File: src/rtl/aqi_pkg.sv
package aqi_pkg;

   localparam int NumPoll   = 5;
   localparam int TableRows = 6;
   localparam int SumW      = 24;
   localparam int CntW      = 8;
   localparam int IdxW      = 13;
   localparam int AvgW      = SumW + 4;
   localparam int DivSteps  = AvgW;
   localparam int DefBands  = 6;
   localparam logic [IdxW-1:0] IndexMax = 13'd8191;

   typedef struct packed {
      logic [SumW-1:0] tvoc;
      logic [SumW-1:0] pm10;
      logic [SumW-1:0] pm4;
      logic [SumW-1:0] pm25;
      logic [SumW-1:0] pm1;
   } sums_type;

   typedef struct packed {
      logic [IdxW-1:0] tvoc;
      logic [IdxW-1:0] pm10;
      logic [IdxW-1:0] pm4;
      logic [IdxW-1:0] pm25;
      logic [IdxW-1:0] pm1;
   } subs_type;

   // one breakpoint row, concentrations in 0.1 units
   typedef struct packed {
      logic [16:0] cp_lo;
      logic [16:0] cp_hi;
      logic [8:0]  ip_lo;
      logic [8:0]  ip_hi;
   } band_type;

   function automatic band_type bp_row(input logic [2:0] p, input logic [2:0] r);
      band_type b;
      b = '0;
      unique case ({p, r})
         {3'd0,3'd0}: b = '{17'd0,     17'd80,     9'd0,   9'd50};
         {3'd0,3'd1}: b = '{17'd81,    17'd254,    9'd51,  9'd100};
         {3'd0,3'd2}: b = '{17'd255,   17'd354,    9'd101, 9'd150};
         {3'd0,3'd3}: b = '{17'd355,   17'd504,    9'd151, 9'd200};
         {3'd0,3'd4}: b = '{17'd505,   17'd754,    9'd201, 9'd300};
         {3'd0,3'd5}: b = '{17'd755,   17'd5004,   9'd301, 9'd500};
         {3'd1,3'd0}: b = '{17'd0,     17'd120,    9'd0,   9'd50};
         {3'd1,3'd1}: b = '{17'd121,   17'd354,    9'd51,  9'd100};
         {3'd1,3'd2}: b = '{17'd355,   17'd554,    9'd101, 9'd150};
         {3'd1,3'd3}: b = '{17'd555,   17'd1504,   9'd151, 9'd200};
         {3'd1,3'd4}: b = '{17'd1505,  17'd2504,   9'd201, 9'd300};
         {3'd1,3'd5}: b = '{17'd2505,  17'd5004,   9'd301, 9'd500};
         {3'd2,3'd0}: b = '{17'd0,     17'd350,    9'd0,   9'd50};
         {3'd2,3'd1}: b = '{17'd351,   17'd754,    9'd51,  9'd100};
         {3'd2,3'd2}: b = '{17'd755,   17'd1254,   9'd101, 9'd150};
         {3'd2,3'd3}: b = '{17'd1255,  17'd1754,   9'd151, 9'd200};
         {3'd2,3'd4}: b = '{17'd1755,  17'd2504,   9'd201, 9'd300};
         {3'd2,3'd5}: b = '{17'd2505,  17'd5004,   9'd301, 9'd500};
         {3'd3,3'd0}: b = '{17'd0,     17'd540,    9'd0,   9'd50};
         {3'd3,3'd1}: b = '{17'd550,   17'd1540,   9'd51,  9'd100};
         {3'd3,3'd2}: b = '{17'd1550,  17'd2540,   9'd101, 9'd150};
         {3'd3,3'd3}: b = '{17'd2550,  17'd3540,   9'd151, 9'd200};
         {3'd3,3'd4}: b = '{17'd3550,  17'd4240,   9'd201, 9'd300};
         {3'd3,3'd5}: b = '{17'd4250,  17'd6040,   9'd301, 9'd500};
         {3'd4,3'd0}: b = '{17'd0,     17'd3000,   9'd0,   9'd50};
         {3'd4,3'd1}: b = '{17'd3000,  17'd5000,   9'd51,  9'd100};
         {3'd4,3'd2}: b = '{17'd5000,  17'd10000,  9'd101, 9'd150};
         {3'd4,3'd3}: b = '{17'd10000, 17'd30000,  9'd151, 9'd200};
         {3'd4,3'd4}: b = '{17'd40000, 17'd50000,  9'd201, 9'd300};
         {3'd4,3'd5}: b = '{17'd50000, 17'd100000, 9'd301, 9'd500};
         default:     b = '0;
      endcase
      return b;
   endfunction

endpackage

File: src/rtl/aqi_merge.sv
// Register the lanes' results with their maximum.
module aqi_merge (
   input  logic                      clock,
   input  logic                      en,
   input  aqi_pkg::subs_type         subs,
   output aqi_pkg::subs_type         subs_ff,
   output logic [aqi_pkg::IdxW-1:0]  max_ff
);
   logic [aqi_pkg::IdxW-1:0] m0, m1, m2;
   assign m0 = (subs.pm1 > subs.pm25) ? subs.pm1 : subs.pm25;
   assign m1 = (subs.pm4 > subs.pm10) ? subs.pm4 : subs.pm10;
   assign m2 = (m0 > m1) ? m0 : m1;
   always_ff @(posedge clock) begin
      if (en) begin
         subs_ff <= subs;
         max_ff  <= (m2 > subs.tvoc) ? m2 : subs.tvoc;
      end
   end
endmodule

File: config.mk
export PLATFORM = sky130hd
export DESIGN_NAME = aqi_merge
export DESIGN_NICKNAME = d
export VERILOG_FILES = /design/src/rtl/aqi_pkg.sv /design/src/rtl/aqi_merge.sv
export SDC_FILE = /design/constraint.sdc
export NUM_CORES = 1
export LEC_CHECK = 0
export ABC_AREA = 0
export BUFFER_PORTS_ARGS = -buffer_cell sky130_fd_sc_hd__buf_2
export CAP_MARGIN = 10
export CELL_PAD_IN_SITES_DETAIL_PLACEMENT = 1
export CELL_PAD_IN_SITES_GLOBAL_PLACEMENT = 1
export CORE_MARGIN = 10
export CORE_UTILIZATION = 40
export CTS_CLUSTER_DIAMETER = 60
export DETAILED_ROUTE_END_ITERATION = 7
export PLACE_DENSITY = 0.89
export SLEW_MARGIN = 20
export SYNTH_ARGS = -nofsm -noshare
export SYNTH_HDL_FRONTEND = slang
export SYNTH_SLANG_ARGS = --single-unit
export TNS_END_PERCENT = 30
File: constraint.sdc
create_clock -name clock -period 7.5 [get_ports clock]
set_input_delay 0.75 -clock clock [delete_from_list [all_inputs] [get_ports clock]]
set_output_delay 0.75 -clock clock [all_outputs]
set_load 0.05 [all_outputs]
## Word level (Yosys, flattened, before mapping)

Cells that the tools add are included.

| storage, ports and cells | value |
|---|---|
| memories kept | 0 |
| memory bits (writable) | 0 |
| output and inout port bits | 78 |
| logic and storage cells | 14 |
| bits in read-only memories | 0 |
| bits of input ports | 67 |
| register bits after elaboration | 78 |
| bits in latches | 0 |

| cells by class | value |
|---|---|
| reduce and logical (&&, ||, !) cells | 0 |
| add/sub/neg operators | 0 |
| multipliers | 0 |
| magnitude comparators | 4 |
| equal/unequal tests | 0 |
| divide/modulo/power cells | 0 |
| multiplexer cells | 4 |
| shift-type cells | 0 |
| bitwise logic cells | 0 |

Operators with widths:

| kind | count |
|---|---|
| 13-bit greater-than comparator | 4 |
| 13-bit 2-to-1 mux | 4 |

## Depth between registers and ports, before layout

| logic depth | value |
|---|---|
| depth in word-level cells | 6 |
| mapped depth | 25 |
| gate-level depth less buffers | 22 |

## Worst setup path after synthesis

No wires, ideal clock.

| timing | value |
|---|---|
| kind | input to register |
| from | input subs[17] in the netlist's numbering |
| to | register max_ff[8] in the netlist's numbering, data pin |
| library setup time | 0.158 ns |
| stages on the path | 25 |
| arrival time | 5.814 ns |
| path buffers | 3 |
| path slack | 1.528 ns |
| required time | 7.342 ns |
| cells stage by stage | inv_1 ha_1 and3_1 o21ai_1 a311oi_1 o31ai_1 buf_4 mux2i_1 inv_1 ha_1 nand4_1 or3_4 a21oi_2 nor4_1 nor2_1 buf_2 mux2i_1 ha_1 nand3_1 o221ai_1 a21oi_1 o211a_1 or4_4 buf_6 o221ai_2 |

| between the ends | value |
|---|---|
| cells in the longest elaborated chain, start to end | 6 |

RTL lines:

| item | line | RTL |
|---|---|---|
| start: declaration | aqi_merge.sv:5 | `input aqi_pkg::subs_type subs,` |
| 13-bit greater-than comparator | aqi_merge.sv:10 | `assign m0 = (subs.pm1 > subs.pm25) ? subs.pm1 : subs.pm25;` |
| 13-bit 2-to-1 mux (*) | aqi_merge.sv:10 |  |
| 13-bit greater-than comparator | aqi_merge.sv:12 | `assign m2 = (m0 > m1) ? m0 : m1;` |
| 13-bit 2-to-1 mux (*) | aqi_merge.sv:12 |  |
| 13-bit greater-than comparator | aqi_merge.sv:16 | `max_ff <= (m2 > subs.tvoc) ? m2 : subs.tvoc;` |
| 13-bit 2-to-1 mux (*) | aqi_merge.sv:16 |  |
| end signal: assignment | aqi_merge.sv:16 |  |
| end: declaration | aqi_merge.sv:7 | `output logic [aqi_pkg::IdxW-1:0] max_ff` |

Every way passes the cells marked *; elsewhere a longest branch is shown, timed or not.
A chain may end at the register's enable or synchronous reset.

## Worst setup path after layout

Same ends and word-level chain as after synthesis.

==> impl_metrics.csv <==
group,metric,value,unit
cells_and_area,mostFrequentLayoutCells,"buf_2, edfxtp_1, inv_1",
critical_path,crit_path_end_kind,"flop",
die,top_level_ports,145,
cells_and_area,diodes,0,
die,fp.dieW,125,µm
clock_network,tritoncts,"done",
detailed_routing,drc,0,
logic_synthesis,synth_area_per_cell,12.8,µm²
critical_path,critPathMostFrequentCell,"ha_1",
cells_and_area,nNetsFinal,612,
cells_and_area,syn_to_final_growth,25.8,%
worst_hold_path,hold_class,"in2reg",
sta,rsz0062_at_grt,"false",
place,dp_worst_setup_slack,294,ps
critical_path,critPathLaunchType,"primary input",
power,ir_worst_vdd,0.104,mV
die,row_count,38,
status,outcome,"completed",
detailed_routing,wl,13200,µm
sta,setup_viol_count_final,0,
power,cellPowerDensity,265,nW/µm²
logic_synthesis,synth_top_family_by_area,"adder cells",
detailed_routing,drt_pass1_iterations,4,
place,dp_hpwl,10500,µm
critical_path,crit_arrival,7050,ps
sta,finalSetupTns,0,ps
clock_network,cts_setup_buffers,0,
cells_and_area,fillerInstances,1190,
die,die_area,15500,µm²
sta,timing.hold.ws,570,ps
logic_synthesis,synth-compound-area-share,0.111,
logic_synthesis,async_reset_ff_frac,0,
global_routing,grt_max_degree,79,
detailed_routing,viasPerCell,5.29,
critical_path,critPathKind,"in2reg",
critical_path,crit_slowest_cell,"or4_4",
power,finalPower,0.00146,W
detailed_routing,drt-initial-drc-count,249,
logic_synthesis,synth_edf_count,78,
detailed_routing,ant_nets,0,
clock_network,clockRootBuffer,"clkbuf_8",
global_routing,grt_pass1_wl,20700,µm
cells_and_area,drive_gt1_frac,0.357,
sta,fin_ws,660,ps
logic_synthesis,synthAdderAreaFrac,0.149,
logic_synthesis,syn_area,4380,µm²
place,portBuffers,144,
critical_path,worst-path-buf-inv,5,
worst_hold_path,hold_depth,1,
clock_network,h-tree-depth,3,
die,start_util,0.406,
place,gp_congestion,0.809,
sta,drv_slew,0,
logic_synthesis,yosysWarnings,0,
critical_path,cp_num_cells,25,
critical_path,critPathMaxFanout,17,
sta,fmax,0.146,GHz
cells_and_area,utilization,0.510,
clock_network,clock-sinks,78,
detailed_routing,vias,3373,
logic_synthesis,synth.ff_latch_count,78,
logic_synthesis,synthSimpleGateAreaFrac,0.0620,
clock_network,clkTransAtPathRegs,80,ps
global_routing,grt_pass1_vias,3737,
sta,period_share,0.912,
logic_synthesis,ys_seq_area_frac,0.535,
cells_and_area,final_common_cell,"buf_2",
sta,worstMarginPinSlew,1010,ps
global_routing,grt_use_total,0.167,
logic_synthesis,syn_nets,460,
clock_network,cts_hold_buf,0,
critical_path,path_delay_family,"compound AO/OA/AOI/OAI gates",
clock_network,cts_buffer_depth,2,
logic_synthesis,synth.area.mux_share,0.0872,
run,max-cap-violations,0,
logic_synthesis,ys_types,40,
logic_synthesis,synth_xor_area_frac,0,
global_routing,grt_antenna_before_repair,0,
power,p_leak,2.59,nW
global_routing,gr-total-overflow,0,
logic_synthesis,synth_top_flop_cell,"edfxtp_1",
clock_network,cts_buffers,9,
sta,slew_headroom,0.325,
logic_synthesis,netlist_instances,341,
die,die_h,125,µm
detailed_routing,wl_per_cell,20.7,µm
critical_path,cp_slowest_stage_delay,700,ps
sta,hold_viol,0,
sta,period_minus_slack,6840,ps
critical_path,worstPathRequired,7710,ps
die,coreArea,10800,µm²
## cell families (layout without fill, tap and decap cells)
| kind of cell | after synthesis | in the layout |
|---|---|---|
| buffers and inverters | 61 | 218 |
| DFF | 78 | 78 |
| and+or+nand+nor | 48 | 48 |
| adders and majority gates | 52 | 52 |
| AOI/OAI and AO/OA | 64 | 64 |
| muxes | 38 | 38 |
## synth_stat cells (2+ instances only)
cell type,instances,area share
edfxtp_1,78,0.54
inv_1,54,0.046
ha_1,52,0.15
mux2i_1,37,0.085
a21oi_1,19,0.022
o21ai_0,13,0.015
nand3_1,11,0.013
nand4_1,11,0.016
o221ai_2,10,0.034
nor2_1,6,0.0051
a21o_1,5,0.0086
nand2_1,5,0.0043
buf_2,3,0.0034
nor2b_1,3,0.0043
nor4_1,3,0.0043
o221ai_1,3,0.0060
a311oi_1,2,0.0040
and3_1,2,0.0029
clkbuf_1,2,0.0017
o21ai_1,2,0.0023
## registers in the layout, summed over array words and instances (netlist names)
name	flops
max_ff	13
subs_ff	65
## area by class of cell
| cell class | instances | area (µm²) | area share |
|---|---|---|---|
| timing repair buffer | 148 | 753 | 0.137 |
| clock buffer | 11 | 131 | 0.0239 |
| sequential | 78 | 2340 | 0.425 |
| tap | 140 | 175 | 0.0318 |
| clock inverter | 5 | 97.6 | 0.0177 |
| multi-input combinational | 202 | 1800 | 0.328 |
| inverter | 54 | 203 | 0.0368 |
## worst paths after layout
check,slack [ps],endpoint,from
hold / removal,570,subs_ff[25]$_DFFE_PP_,subs[25]
setup / recovery,660,max_ff[8]$_DFFE_PP_,subs[17]
## timing repair
action                                  in CTS  in global routing
endpoints found under the hold margin        0                  0
endpoints found under the setup margin       0                  1
resized for setup                            0                  1
## metrics by stage
step	instance area [µm²]	std cells
final	5510	638
after global routing	5510	638
after CTS	5510	638
after detailed placement	5280	622
after global placement	5280	622
after floorplan	4380	341
## routing by layer
| layer | vias to the layer above | GRT usage | wire [µm] |
|---|---|---|---|
| li1 | 1607 | - | - |
| met1 | 1662 | 0.176 | 5210 |
| met2 | 85 | 0.313 | 7100 |
| met3 | 19 | 0.0336 | 599 |
| met4 | 0 | 0.0740 | 291 |
| met5 | - | 0 | 0 |
## power by group
part / switching [W] / total, W / internal, W
Sequential: 0.0000125 / 0.000551 / 0.000539
Combinational: 0.000371 / 0.000527 / 0.000156
Clock: 0.000162 / 0.000381 / 0.000219
Total: 0.000545 / 0.00146 / 0.000914
Power figures use the tool's default switching activity.
